`src/hw/rtl/rah_pkg.sv`:
```
// Shared constants, types and the bin search function of the region angle histogram.
`default_nettype none
package rah_pkg;

    localparam int MAX_REGIONS = 256;
    localparam int MAX_BINS    = 8;
    localparam int COUNT_WIDTH = 24;
    localparam int ANGLE_WIDTH = 16;

    localparam int EDGE_SLOT   = 16;
    localparam int EDGE_WORD_W = 4 * EDGE_SLOT;
    localparam int REGION_W    = 9;
    localparam int BIN_W       = $clog2(MAX_BINS);
    localparam int ROW_W       = $clog2(MAX_REGIONS);
    localparam int ADDR_W      = ROW_W + BIN_W;
    localparam int DEPTH       = MAX_REGIONS * MAX_BINS;
    localparam int USED_W      = 4;
    localparam int STATUS_W    = 3;

    localparam int APB_ADDR_W  = 6;
    localparam int APB_DATA_W  = 64;
    localparam int REG_IDX_W   = 3;

    // Register indexes on the configuration port.
    localparam logic [REG_IDX_W-1:0] REG_INC_EDGES_FIRST  = 3'd0;
    localparam logic [REG_IDX_W-1:0] REG_INC_EDGES_SECOND = 3'd1;
    localparam logic [REG_IDX_W-1:0] REG_AZ_EDGES_FIRST   = 3'd2;
    localparam logic [REG_IDX_W-1:0] REG_AZ_EDGES_SECOND  = 3'd3;
    localparam logic [REG_IDX_W-1:0] REG_INC_BINS_USED    = 3'd4;
    localparam logic [REG_IDX_W-1:0] REG_AZ_BINS_USED     = 3'd5;
    localparam logic [REG_IDX_W-1:0] REG_NUM_REGIONS      = 3'd6;

    localparam logic OP_ACCUMULATE = 1'b0;
    localparam logic OP_READ       = 1'b1;

    localparam logic [STATUS_W-1:0] ST_OK        = 3'd0;
    localparam logic [STATUS_W-1:0] ST_UNLABELED = 3'd1;
    localparam logic [STATUS_W-1:0] ST_RANGE     = 3'd2;
    localparam logic [STATUS_W-1:0] ST_BELOW     = 3'd3;
    localparam logic [STATUS_W-1:0] ST_SATURATED = 3'd4;

    localparam logic [COUNT_WIDTH-1:0] COUNT_MAX = {COUNT_WIDTH{1'b1}};
    localparam logic [REGION_W-1:0]    REGION_CAP = REGION_W'(MAX_REGIONS);

    typedef struct packed {
        logic [EDGE_WORD_W-1:0] inc_edges_first;
        logic [EDGE_WORD_W-1:0] inc_edges_second;
        logic [EDGE_WORD_W-1:0] az_edges_first;
        logic [EDGE_WORD_W-1:0] az_edges_second;
        logic [USED_W-1:0]      inc_bins_used;
        logic [USED_W-1:0]      az_bins_used;
        logic [REGION_W-1:0]    num_regions;
    } cfg_t;

    typedef struct packed {
        logic             hit;
        logic [BIN_W-1:0] bin;
    } bin_hit_t;

    // Highest edge in use that the value is at or above; hit is low when there is none.
    function automatic bin_hit_t find_bin(
        input logic signed [ANGLE_WIDTH-1:0] value,
        input logic [EDGE_WORD_W-1:0]        lo,
        input logic [EDGE_WORD_W-1:0]        hi,
        input logic [USED_W-1:0]             used
    );
        logic [2*EDGE_WORD_W-1:0] edges;
        logic signed [EDGE_SLOT-1:0] edge_val;
        bin_hit_t res;
        edges = {hi, lo};
        res = '0;
        for (int k = 0; k < MAX_BINS; k++) begin
            edge_val = $signed(edges[EDGE_SLOT*k +: EDGE_SLOT]);
            if ((USED_W'(k) < used) && (value >= edge_val)) begin
                res.hit = 1'b1;
                res.bin = BIN_W'(k);
            end
        end
        return res;
    endfunction

endpackage
`default_nettype wire

```
`src/hw/rtl/rah_cfg.sv`:
```
// APB-style configuration registers of the region angle histogram.
`default_nettype none
module rah_cfg (
    input  wire logic                              clk,
    input  wire logic                              rst_n,
    input  wire logic                              psel,
    input  wire logic                              penable,
    input  wire logic                              pwrite,
    input  wire logic [rah_pkg::APB_ADDR_W-1:0]    paddr,
    input  wire logic [rah_pkg::APB_DATA_W-1:0]    pwdata,
    output logic      [rah_pkg::APB_DATA_W-1:0]    prdata,
    output logic                                   pready,
    output rah_pkg::cfg_t                          cfg
);

    rah_pkg::cfg_t cfg_reg;
    rah_pkg::cfg_t cfg_next;
    logic [rah_pkg::REG_IDX_W-1:0] idx;
    logic wr_en;

    assign pready = 1'b1;
    assign idx    = paddr[rah_pkg::APB_ADDR_W-1:rah_pkg::APB_ADDR_W-rah_pkg::REG_IDX_W];
    assign wr_en  = psel & penable & pwrite;
    assign cfg    = cfg_reg;

    always_comb
    begin
        cfg_next = cfg_reg;
        if (wr_en)
        begin
            unique case (idx)
                rah_pkg::REG_INC_EDGES_FIRST:  cfg_next.inc_edges_first  = pwdata;
                rah_pkg::REG_INC_EDGES_SECOND: cfg_next.inc_edges_second = pwdata;
                rah_pkg::REG_AZ_EDGES_FIRST:   cfg_next.az_edges_first   = pwdata;
                rah_pkg::REG_AZ_EDGES_SECOND:  cfg_next.az_edges_second  = pwdata;
                rah_pkg::REG_INC_BINS_USED:
                    cfg_next.inc_bins_used = pwdata[rah_pkg::USED_W-1:0];
                rah_pkg::REG_AZ_BINS_USED:
                    cfg_next.az_bins_used = pwdata[rah_pkg::USED_W-1:0];
                rah_pkg::REG_NUM_REGIONS:
                    cfg_next.num_regions = pwdata[rah_pkg::REGION_W-1:0];
                default: ;
            endcase
        end
    end

    always_comb
    begin
        unique case (idx)
            rah_pkg::REG_INC_EDGES_FIRST:  prdata = cfg_reg.inc_edges_first;
            rah_pkg::REG_INC_EDGES_SECOND: prdata = cfg_reg.inc_edges_second;
            rah_pkg::REG_AZ_EDGES_FIRST:   prdata = cfg_reg.az_edges_first;
            rah_pkg::REG_AZ_EDGES_SECOND:  prdata = cfg_reg.az_edges_second;
            rah_pkg::REG_INC_BINS_USED:
                prdata = rah_pkg::APB_DATA_W'(cfg_reg.inc_bins_used);
            rah_pkg::REG_AZ_BINS_USED:
                prdata = rah_pkg::APB_DATA_W'(cfg_reg.az_bins_used);
            rah_pkg::REG_NUM_REGIONS:
                prdata = rah_pkg::APB_DATA_W'(cfg_reg.num_regions);
            default: prdata = '0;
        endcase
    end

    always_ff @(posedge clk or negedge rst_n)
    begin
        if (!rst_n)
        begin
            cfg_reg.inc_edges_first  <= '0;
            cfg_reg.inc_edges_second <= '0;
            cfg_reg.az_edges_first   <= '0;
            cfg_reg.az_edges_second  <= '0;
            cfg_reg.inc_bins_used    <= rah_pkg::USED_W'(rah_pkg::MAX_BINS);
            cfg_reg.az_bins_used     <= rah_pkg::USED_W'(rah_pkg::MAX_BINS);
            cfg_reg.num_regions      <= rah_pkg::REGION_CAP;
        end
        else
        begin
            cfg_reg <= cfg_next;
        end
    end

endmodule
`default_nettype wire

```
`config.mk`:
```
export PLATFORM = sky130hd
export DESIGN_NAME = rah_cfg
export DESIGN_NICKNAME = d
export VERILOG_FILES = /design/src/hw/rtl/rah_pkg.sv /design/src/hw/rtl/rah_cfg.sv
export SDC_FILE = /design/constraint.sdc
export NUM_CORES = 1
export LEC_CHECK = 0
export BUFFER_PORTS_ARGS = -buffer_cell sky130_fd_sc_hd__buf_2
export CAP_MARGIN = 20
export CORE_MARGIN = 2
export CORE_UTILIZATION = 46
export CTS_BUF_LIST = sky130_fd_sc_hd__clkbuf_16
export CTS_CLUSTER_DIAMETER = 150
export DETAILED_ROUTE_END_ITERATION = 12
export PLACE_DENSITY = 0.77
export SLEW_MARGIN = 20
export SYNTH_ARGS = -nofsm -noshare
export SYNTH_HDL_FRONTEND = slang
export SYNTH_SLANG_ARGS = --single-unit
```
`constraint.sdc`:
```
create_clock -name clk -period 1.8 [get_ports clk]
set_input_delay 0.36 -clock clk [delete_from_list [all_inputs] [get_ports clk]]
set_output_delay 0.36 -clock clk [all_outputs]
set_load 0.01 [all_outputs]
```
==> summary.txt, run 1 <==
Route
  • Metal3 WL: about 2900 um
  • Initial DRC Count: slightly below 700
  • WL final: about 40000 um
  • Met1 wire length: between 15000 and 20000 um
  • DRC: 0
  • Met2 wire length: just over 20000 um
  • Vias per inst: between 5 and 6
  • Antenna-violating nets left: 0
  • Routed len/inst: between 20 and 25 um
  • Router iterations before antenna repair: 5
  • DR top layer: met4
  • Detailed-route via count: 9832

STA
  • Max Freq: around 0.47 GHz
  • Worst Setup Slack, final: -0.308 ns
  • Final hold violations: 0
  • Worst Clk Skew: 0 ns
  • Tcrit/Tclk final: 1.17
  • Final number of setup-violating endpoints: 64
  • Final Max Slew Viols: 0
  • RSZ-0062 raised after global routing: true
  • Min Tclk post-route: roughly 2.1 ns

Power
  • Pleak: ~9.3 nW
  • Pint: between 0.01 and 0.015 W
  • Net Sw Power: roughly 0.0062 W
  • Clock share of power: 0.268
  • Power per standard cell area: roughly 1100 nW/um^2
  • Logic pwr share: 0.330
  • Max VDD drop: approximately 1000 uV
  • Sw frac: 0.304
  • Flop pwr share: 0.401

Place
  • Dpl cells: ~1500
  • Hpwl dp: approximately 25000 um
  • Final RePlAce weighted congestion: around 0.87
  • Port buffer count: just over 400

Worst hold path
  • Hold WC Path Type: in2reg

Die
  • Std-Cell Rows: roughly 60
  • Initial Util: 0.470
  • Die H: 167 um
  • Die Span X: about 170 um
  • Num ports: approximately 410
  • Core Area: approximately 26000 sq um
  • Die area: between 20000 and 30000 sq um

Setup path
  • Worst Path Max Fanout: 20
  • Worst Path Arrival: between 1.5 and 2 ns
  • R2R Setup Slk: 0.75 ns
  • Max stage delay on crit path: 0.49 ns
  • Setup Crit Path Kind: in2out
  • Top cell by count, worst path: buf_4
  • Startpoint types: input pin
  • CP cell instances: buf_4 -> buf_4 -> buf_4 -> buf_4 -> nor2b_1 -> buf_2
  • CP Data Required Time: 1.44 ns
  • Critical Path End Type: output port
  • Slowest-stage cell, CP: buf_4

Final layout
  • Commonest non-fill, non-tap cell in the layout: buf_2
  • Final core occ: 0.694
  • Storage element area: approximately 7000 sq um
  • Footprint of the multi-input gates: roughly 5600 sq um
  • Max reg flops: between 200 and 300
  • Post-Layout Cell Count: roughly 1800
  • Area delta synth->final: 47.9%
  • Nets: 1486
  • Share of cells above drive strength 1: 0.756
  • Most frequent cells in the layout: 375 x buf_2, 269 x dfrtp_1, 263 x mux2_2
  • # fillers: 1723

Synthesis
  • Syn_nets: 849
  • Share of the synthesized area in the top cell type: 0.552
  • Unique masters post-synth: 31
  • Register area share after synthesis: 0.559
  • Synth Area per Inst: 15.8 sq um
  • Seq cells post-synth: ~270
  • YS warnings: 0
  • Synth area leader: dfrtp_1
  • Cells after synthesis: between 700 and 800
  • Mapped cell area: 12200 sq um
  • Synth area leaders: dfrtp_1 55%, mux2_2 24%, mux4_2 10%, nor2b_1 3.2%, buf_2 1.5%

Run status
  • Failing checks: negative setup slack
  • Status: finished with violations

Global route
  • Pin count of the biggest net entering global routing: 54
  • Initial antenna violation count: 3
  • GRT Total Usage: 0.272
  • Total global routing overflow: 0
  • Vias in the first global route: slightly above 10000
  • First-pass GRT wire length: just under 60000 um

Clocking
  • TritonCTS clock tree: done
  • CTS Buffer Depth: 3
  • Reg clk slew, reported paths: about 0.06 ns
  • Clock Latency Late Sink: ~0.54 ns
  • CTS Buf Count: 28
  • H-tree Lvls: 1
  • Root Driver: clkbuf_16
  • CTS sink cnt: between 200 and 300

Flow run
  • Max-Cap Viols: 0
==> metrics by stage <==
| step | hold slack [ns] | power (W) | TNS (ns) | worst slack [ns] | cell area (sq um) |
|---|---|---|---|---|---|
| 3_3_place_gp | 0.271 | 0.0131 | -35.20 | -0.188 | 15200 |
| 3_5_place_dp | 0.264 | 0.0132 | -45.24 | -0.228 | 15200 |
| 5_1_grt | 0.0725 | 0.0213 | -17.48 | -0.334 | 18100 |
| 4_1_cts | 0.0584 | 0.0199 | -15.06 | -0.309 | 17400 |
| 2_1_floorplan | 0.0644 | 0.0108 | -4.65 | -0.0900 | 12300 |
| 6_report | 0.0808 | 0.0204 | -14.70 | -0.308 | 18100 |
==> timing repair <==
action	in CTS	in global routing
resized for setup	60	55
pin swaps	14	5
endpoints found under the hold margin	28	0
buffers inserted	145	49
gates cloned	0	0
hold buffers	1	0
endpoints found under the setup margin	64	64
==> per-layer routing <==
layer / track usage / up-vias
met5: 0 / -
met4: 0.114 / 0
met3: 0.0586 / 120
met2: 0.471 / 469
met1: 0.330 / 5080
li1: - / 4163
==> synthesized netlist by cell type <==
library cell / n
dfrtp_1: 270
mux2_2: 266
nor2b_1: 62
mux4_2: 55
buf_2: 36
clkbuf_1: 14
mux2_1: 10
mux2i_1: 8
a21oi_1: 6
a221oi_1: 6
a211oi_1: 5
a22oi_1: 5
o32ai_1: 5
nor2_1: 4
dfstp_2: 3
nand2b_1: 3
nor2_2: 2
a211o_1: 1
a31oi_1: 1
buf_1: 1
buf_4: 1
conb_1: 1
inv_1: 1
inv_2: 1
nand4_1: 1
nand4b_4: 1
nor3_1: 1
nor3_2: 1
nor3b_1: 1
o221ai_1: 1
or3_1: 1
==> power by group through the flow <==
stage / logic [W] / registers (W) / clock network [W]
global placement: 0.00473 / 0.00835 / 0
detailed placement: 0.00483 / 0.00842 / 0
CTS: 0.00616 / 0.00814 / 0.00557
finish: 0.00675 / 0.00821 / 0.00549
global route: 0.00713 / 0.00832 / 0.00581
floorplan: 0.00201 / 0.00877 / 0
==> path summary, 6_finish.rpt <==
path / from / endpoint / cells past startpoint
max: paddr[5] / prdata[25] / 6
min in group asynchronous: rst_n / cfg[248] / 2
min: pwdata[39] / cfg[120] / 2
max in group asynchronous: rst_n / cfg[8] / 3
max reg2reg: cfg[173] / cfg[173] / 3
min reg2reg: cfg[28] / cfg[28] / 1
==> cell type report <==
class	count	area share
antenna	3	0.000415
clock buffer	29	0.0401
clock inverter	23	0.00719
inverter	2	0.000899
multi-input combinational	447	0.309
sequential	273	0.378
tap	335	0.0232
timing repair buffer	659	0.241
==> worst max-delay path, delay by kind of cell <==
kind,cells,cell delay [ns]
AND/OR/NAND/NOR,1,0.12
buffers and inverters,5,1.23
==> kinds of logic (layout without fill, tap and decap cells) <==
group / Yosys count / in the layout / synth area share
simple gates: 77 / 77 / 0.0403
flops: 273 / 273 / 0.559
compound gates: 30 / 30 / 0.0184
mux: 339 / 339 / 0.362
buf+inv: 54 / 713 / 0.0206
other cells: 1 / 4 / 0.000306
(Power assumes the default switching activity.)
==> run 2, diff against run 1 <==
--- a/config.mk
+++ b/config.mk
@@ -12,6 +12,7 @@
 export CTS_BUF_LIST = sky130_fd_sc_hd__clkbuf_16
 export CTS_CLUSTER_DIAMETER = 150
 export DETAILED_ROUTE_END_ITERATION = 12
+export GPL_TIMING_DRIVEN = 0
 export PLACE_DENSITY = 0.77
 export SLEW_MARGIN = 20
 export SYNTH_ARGS = -nofsm -noshare
==> run 2 against run 1 <==
Effect of this change: the run still ends with negative setup slack left; via count up 0.34%; power is essentially flat; first-iteration DRC count fell by 24%; critical path depth is 3 lower; largest power group unchanged; sequential power hardly changed.
==> summary.txt, run 2 (synthesis results as in run 1) <==
Run status
  • Status: finished with violations
  • Failing checks: negative setup slack

Route
  • Initial DRC Count: 530 (-24%)
  • DRC: 0 (unchanged)
  • Routed len/inst: 23.9 um (+5.8%)
  • Vias per inst: 5.58 (+0.45%)
  • Antenna-violating nets left: 0 (unchanged)
  • WL final: 42300 um (+5.7%)
  • Router iterations before antenna repair: 5 (unchanged)
  • Detailed-route via count: 9865 (+0.34%)

STA
  • Max Freq: 0.476 GHz (+0.24%)
  • Rel. slew slack: 0.398
  • Final number of setup-violating endpoints: 64 (unchanged)
  • Slew @ Worst Pin: approximately 0.90 ns
  • Worst Clk Skew: 0 ns (unchanged)
  • Worst Setup Slack, final: -0.303 ns (+0.00510 ns)
  • Setup_tns: -15.08 ns (-0.385 ns)
  • Final hold violations: 0 (unchanged)
  • Tcrit/Tclk final: 1.17 (-0.00283)
  • RSZ-0062 raised after global routing: true
  • Min Tclk post-route: 2.10 ns (-0.00510 ns)
  • Final Max Slew Viols: 0 (unchanged)

Power
  • Pleak: 9.20 nW (-0.60%)
  • Max VDD drop: 890 uV (-12%)
  • Total power: 0.0204 W (about the same)
  • Power per standard cell area: 1140 nW/um^2 (+1.0%)

Die
  • Die area: 27900 sq um (unchanged)
  • Num ports: 413 (unchanged)
  • Std-Cell Rows: 59 (unchanged)
  • Die H: 167 um (unchanged)
  • Initial Util: 0.470 (unchanged)
  • Core Area: 26100 sq um (unchanged)
  • Die Span X: 167 um (unchanged)

Setup path
  • CP Data Required Time: 1.44 ns (about the same)
  • Startpoint types: flip-flop
  • Max stage delay on crit path: 0.48 ns (about the same)
  • Worst r2r src: cfg[27]
  • Worst Path Arrival: 1.74 ns (about the same)
  • R2R cell count: 3 (unchanged)
  • Setup Crit Path Kind: reg2out
  • CP cell instances: mux4_2 -> nor2b_1 -> buf_2
  • Worst r2r dst: cfg[27]
  • Worst Path Max Fanout: 2 (-90%)
  • Slowest-stage cell, CP: mux4_2
  • Critical Path End Type: output port
  • R2R Setup Slk: 0.74 ns (about the same)

Final layout
  • Storage element area: 6840 sq um (about the same)
  • Footprint of the multi-input gates: 5500 sq um (-1.7%)
  • Area delta synth->final: 46.3%
  • Final core occ: 0.687 (-0.00744)
  • Commonest non-fill, non-tap cell in the layout: buf_2
  • Share of cells above drive strength 1: 0.748 (-0.00873)
  • # fillers: 1802 (+4.6%)
  • Post-Layout Cell Count: 1769 (-0.11%)
  • Nets: 1485 (-0.067%)
  • Max reg flops: 273 (unchanged)
  • Most frequent cells in the layout: 403 x buf_2, 270 x dfrtp_1, 265 x mux2_2

Global route
  • Total global routing overflow: 0 (unchanged)
  • Global-route met2 utilization: 0.500 (+0.0288)
  • Gr busiest metal: met2
  • GRT Total Usage: 0.291 (+0.0188)
  • GR Layer Usage met3: 0.0572 (-0.00142)
  • First-pass GRT wire length: 62500 um (+4.7%)
  • Pin count of the biggest net entering global routing: 97 (+80%)
  • Grt met1 use: 0.366 (+0.0352)
  • Initial antenna violation count: 3 (unchanged)
  • Vias in the first global route: 10300 (-0.80%)

Clocking
  • Reg clk slew, reported paths: 0.06 ns (about the same)
  • CTS sink cnt: 273 (unchanged)
  • TritonCTS clock tree: done
  • CTS Buffer Depth: 3 (unchanged)
  • Clock Latency Late Sink: 0.53 ns (about the same)
  • CTS Buf Count: 29 (+3.6%)
  • H-tree Lvls: 1 (unchanged)
  • Root Driver: clkbuf_16

Place
  • Hpwl dp: 27300 um (+9.4%)
  • Port buffer count: 407 (-0.25%)
  • Dpl cells: 1519 (-0.20%)
  • Final RePlAce weighted congestion: 0.885 (+1.8%)
  • Place WS: -0.965 ns (-0.736 ns)

Worst hold path
  • Hold_sp: pwdata[39]
  • Hold path depth: 2 (unchanged)
  • Hold WC Path Type: in2reg
  • Hold endpoint: cfg[56]

Flow run
  • Max-Cap Viols: 0 (unchanged)
[run 2: cell types whose count changed in the layout (fill, tap and decap cells not counted), moves of 4 or more]
cell / before / now
clkbuf_2: 0 / 10
nor2b_4: 36 / 27
buf_16: 0 / 4
clkinv_2: 8 / 3
buf_2: 375 / 403
clkinv_1: 3 / 12
nor2b_2: 0 / 4
nor2b_1: 26 / 31
buf_12: 18 / 7
inv_1: 9 / 5
buf_4: 233 / 194
[run 2: metrics by stage]
step,area [sq um],hold slack (ns)
after floorplan,12300,0.0644
after global placement,14700,0.487
after detailed placement,14800,0.210
after CTS,17300,0.0689
after global routing,17900,0.0843
final,17900,0.0917
[run 2: layout make-up]
cell class,instances,share of cell area
multi-input cells,447,0.307
clock inverters,23,0.00825
clock buffers,29,0.0405
plain buffers,52,0.0226
inverters,2,0.000629
flip-flops and latches,273,0.382
repair buffers,605,0.215
diodes,3,0.000419
well taps,335,0.0234
[run 2: worst max-delay path by stage]
stage / startpoint / end / depth (start not counted)
2_1_floorplan: paddr[3] / prdata[14] / 4
3_3_place_gp: rst_n / cfg[153] / 1
3_5_place_dp: paddr[3] / prdata[1] / 7
4_1_cts: cfg[40] / prdata[23] / 3
5_1_grt: cfg[242] / prdata[33] / 3
6_report: cfg[47] / prdata[30] / 3
[run 2: power breakdown]
part	total, W	internal, W	switching, W
Combinational	0.00665	0.00374	0.00290
Sequential	0.00819	0.00735	0.000839
Clock	0.00560	0.00318	0.00242
[run 2: timing repair]
| action | 4_1_cts | 5_1_grt |
|---|---|---|
| endpoints found under the hold margin | 55 | 0 |
| pin swaps | 5 | 3 |
| setup endpoints to repair | 128 | 67 |
| buffers inserted | 154 | 38 |
| gates resized for setup | 91 | 64 |
| hold buffers | 1 | 0 |
| cloned | 2 | 0 |
[run 2: per-layer routing]
| layer | vias up | wire (um) |
|---|---|---|
| li1 | 4159 | - |
| met1 | 5117 | 16300 |
| met2 | 484 | 21400 |
| met3 | 105 | 2790 |
| met4 | 0 | 1760 |
| met5 | - | 0 |
[run 2: critical path: cells and delay by family (launching register included)]
| kind | cells | cell delay, ns |
|---|---|---|
| buffers and inverters | 1 | 0.17 |
| flip-flops | 1 | 0.38 |
| multiplexers | 1 | 0.48 |
| AND/OR/NAND/NOR | 1 | 0.17 |
==> run 3, diff against run 2 <==
--- a/config.mk
+++ b/config.mk
@@ -14,6 +14,7 @@
 export DETAILED_ROUTE_END_ITERATION = 12
 export GPL_TIMING_DRIVEN = 0
 export PLACE_DENSITY = 0.77
+export REMOVE_ABC_BUFFERS = 1
 export SLEW_MARGIN = 20
 export SYNTH_ARGS = -nofsm -noshare
 export SYNTH_HDL_FRONTEND = slang
==> run 3 against run 2 <==
Effect of this change: the flow still finishes with violations (negative setup slack); first-iteration DRC count up 9.8%; non-clock buffer count up 5; core utilization up 0.98 points; clock power up 7.0%; global-route usage down 2.2 points; register-to-register slack worse by 0.02 ns; final cell count up 0.34%; wire length down 4.1%; critical endpoint is now prdata[62]; largest cell class unchanged; largest power group unchanged; highest routed layer is now met5.
==> summary.txt, run 3 (synthesis results as in run 1) <==
STA
  • Rel. slew slack: 0.422 (+0.0237)
  • Final Max Slew Viols: 0 (unchanged)
  • Final hold violations: 0 (unchanged)
  • Min Tclk post-route: 2.10 ns (-0.00655 ns)
  • Max Freq: 0.477 GHz (+0.31%)
  • RSZ-0062 raised after global routing: true
  • Worst Setup Slack, final: -0.296 ns (+0.00655 ns)
  • WHS: 0.0694 ns (-0.0224 ns)
  • Worst Clk Skew: 0 ns (unchanged)
  • Tcrit/Tclk final: 1.16 (-0.00364)
  • Final number of setup-violating endpoints: 64 (unchanged)
  • Slew @ Worst Pin: 0.865 ns (-0.0354 ns)

Setup path
  • CP cell instances: mux4_2 -> nor2b_1 -> buf_2
  • CP Data Required Time: 1.44 ns (about the same)
  • Setup Crit Path Kind: reg2out
  • Max stage delay on crit path: 0.46 ns (-0.02 ns)
  • Slowest-stage cell, CP: mux4_2
  • Startpoint types: flip-flop
  • Worst Path Max Fanout: 2 (unchanged)
  • Worst Path Arrival: 1.74 ns (about the same)
  • Critical Path End Type: output port

Final layout
  • Commonest non-fill, non-tap cell in the layout: buf_2
  • # fillers: 1686 (-6.4%)
  • Area delta synth->final: 48.4%
  • Nets: 1491 (+0.40%)
  • Most frequent cells in the layout: 384 x buf_2, 270 x dfrtp_1, 264 x mux2_2
  • Final Cell Area: 18200 sq um (+1.4%)
  • Max reg flops: 273 (unchanged)
  • Share of cells above drive strength 1: 0.735 (-0.0125)

Clocking
  • CTS Buf Count: 29 (unchanged)
  • Root Driver: clkbuf_16
  • CTS sink cnt: 273 (unchanged)
  • Clock Latency Late Sink: 0.54 ns (about the same)
  • Reg clk slew, reported paths: 0.07 ns (about the same)
  • TritonCTS clock tree: done
  • CTS Buffer Depth: 3 (unchanged)
  • H-tree Lvls: 1 (unchanged)

Die
  • Core Area: 26100 sq um (unchanged)
  • Die area: 27900 sq um (unchanged)
  • Std-Cell Rows: 59 (unchanged)
  • Initial Util: 0.470 (unchanged)
  • Die Span X: 167 um (unchanged)
  • Num ports: 413 (unchanged)
  • Die H: 167 um (unchanged)

Flow run
  • Max-Cap Viols: 0 (unchanged)

Place
  • Area of placed instances: 14800 sq um (about the same)
  • Hpwl dp: 23400 um (-14%)
  • Final RePlAce weighted congestion: 0.821 (-7.2%)
  • Port buffer count: 408 (+0.25%)

Power
  • Max VDD drop: 1010 uV (+13%)
  • Pint: 0.0147 W (+2.7%)
  • Power per standard cell area: 1150 nW/um^2 (+0.58%)
  • Logic pwr share: 0.323 (-0.002)
  • Flop pwr share: 0.390 (-0.011)
  • Pleak: 9.34 nW (+1.5%)
  • Net Sw Power: 0.00618 W (+0.34%)
  • Clock share of power: 0.287 (+0.013)
  • Sw frac: 0.297 (-0.00496)

Route
  • DRC: 0 (unchanged)
  • Initial DRC Count: 582 (+9.8%)
  • Router iterations before antenna repair: 4 (-1)
  • Routed len/inst: 22.8 um (-4.4%)
  • WL final: 40600 um (-4.1%)
  • Detailed-route via count: 9821 (-0.45%)
  • Vias per inst: 5.53 (-0.78%)
  • Antenna-violating nets left: 0 (unchanged)

Global route
  • Vias in the first global route: 10300 (+0.29%)
  • Initial antenna violation count: 1 (-2)
  • First-pass GRT wire length: 58700 um (-6.1%)
  • Pin count of the biggest net entering global routing: 102 (+5.2%)
  • Total global routing overflow: 0 (unchanged)
  • GRT Total Usage: 0.269 (-0.0218)

Worst hold path
  • Hold WC Path Type: in2reg

Run status
  • Failing checks: negative setup slack
  • Status: finished with violations
run 3: critical path: cells and delay by family, from the launching register on:
kind | cells | cell delay, ns
buffers and inverters | 1 | 0.16
multiplexers | 1 | 0.46
flip-flops | 1 | 0.41
AND/OR/NAND/NOR | 1 | 0.15
run 3: stage by stage:
step	std cells	util	power, W	TNS, ns	setup slack [ns]
after floorplan	722	-	0.0107	-283.26	-1.82
after global placement	1465	0.555	0.0129	-2573.51	-6.49
after detailed placement	1482	0.570	0.0131	-224.04	-1.19
after CTS	1725	0.674	0.0203	-15.30	-0.300
after global routing	1774	0.697	0.0217	-18.18	-0.334
final	1775	0.697	0.0208	-14.60	-0.296
run 3: cell type report:
type                       count  area (sq um)  area share
multi-input combinational    448          5370       0.296
tap                          335           419      0.0231
sequential                   273          6840       0.377
timing repair buffer         662          4570       0.252
clock buffer                  29           726      0.0400
inverter                       2          13.8    0.000758
clock inverter                25           219      0.0121
antenna                        1          2.50    0.000138
run 3: repair_timing:
item,in CTS,in global routing
pin swaps,11,3
hold buffers,1,0
hold endpoints to repair,73,0
cloned,7,1
setup buffers,181,48
endpoints found under the setup margin,244,144
gates resized for setup,39,42
run 3: power by group through the flow:
stage               logic [W]  registers, W  clock network (W)
floorplan             0.00190       0.00877                  0
finish                0.00673       0.00812            0.00599
global placement      0.00461       0.00829                  0
CTS                   0.00622       0.00806            0.00605
global route          0.00712       0.00824            0.00634
detailed placement    0.00473       0.00837                  0
run 3: per-layer routing:
layer | wire (um) | vias up | track usage
li1 | - | 4170 | -
met5 | 13 | - | 0
met4 | 1560 | 2 | 0.111
met2 | 20800 | 455 | 0.468
met1 | 15100 | 5075 | 0.322
met3 | 3040 | 119 | 0.0641
run 3: path summary, 6_finish.rpt:
| check | startpoint | endpoint | slack, ns | depth (start not counted) |
|---|---|---|---|---|
| setup reg to reg | cfg[143] | cfg[143] | 0.72 | 3 |
| setup / recovery | cfg[143] | prdata[62] | -0.30 | 3 |
| min in group asynchronous | rst_n | cfg[207] | 0.40 | 2 |
| hold reg to reg | cfg[217] | cfg[217] | 0.52 | 1 |
| max in group asynchronous | rst_n | cfg[8] | 0.45 | 3 |
| hold / removal | pwdata[10] | cfg[91] | 0.07 | 2 |
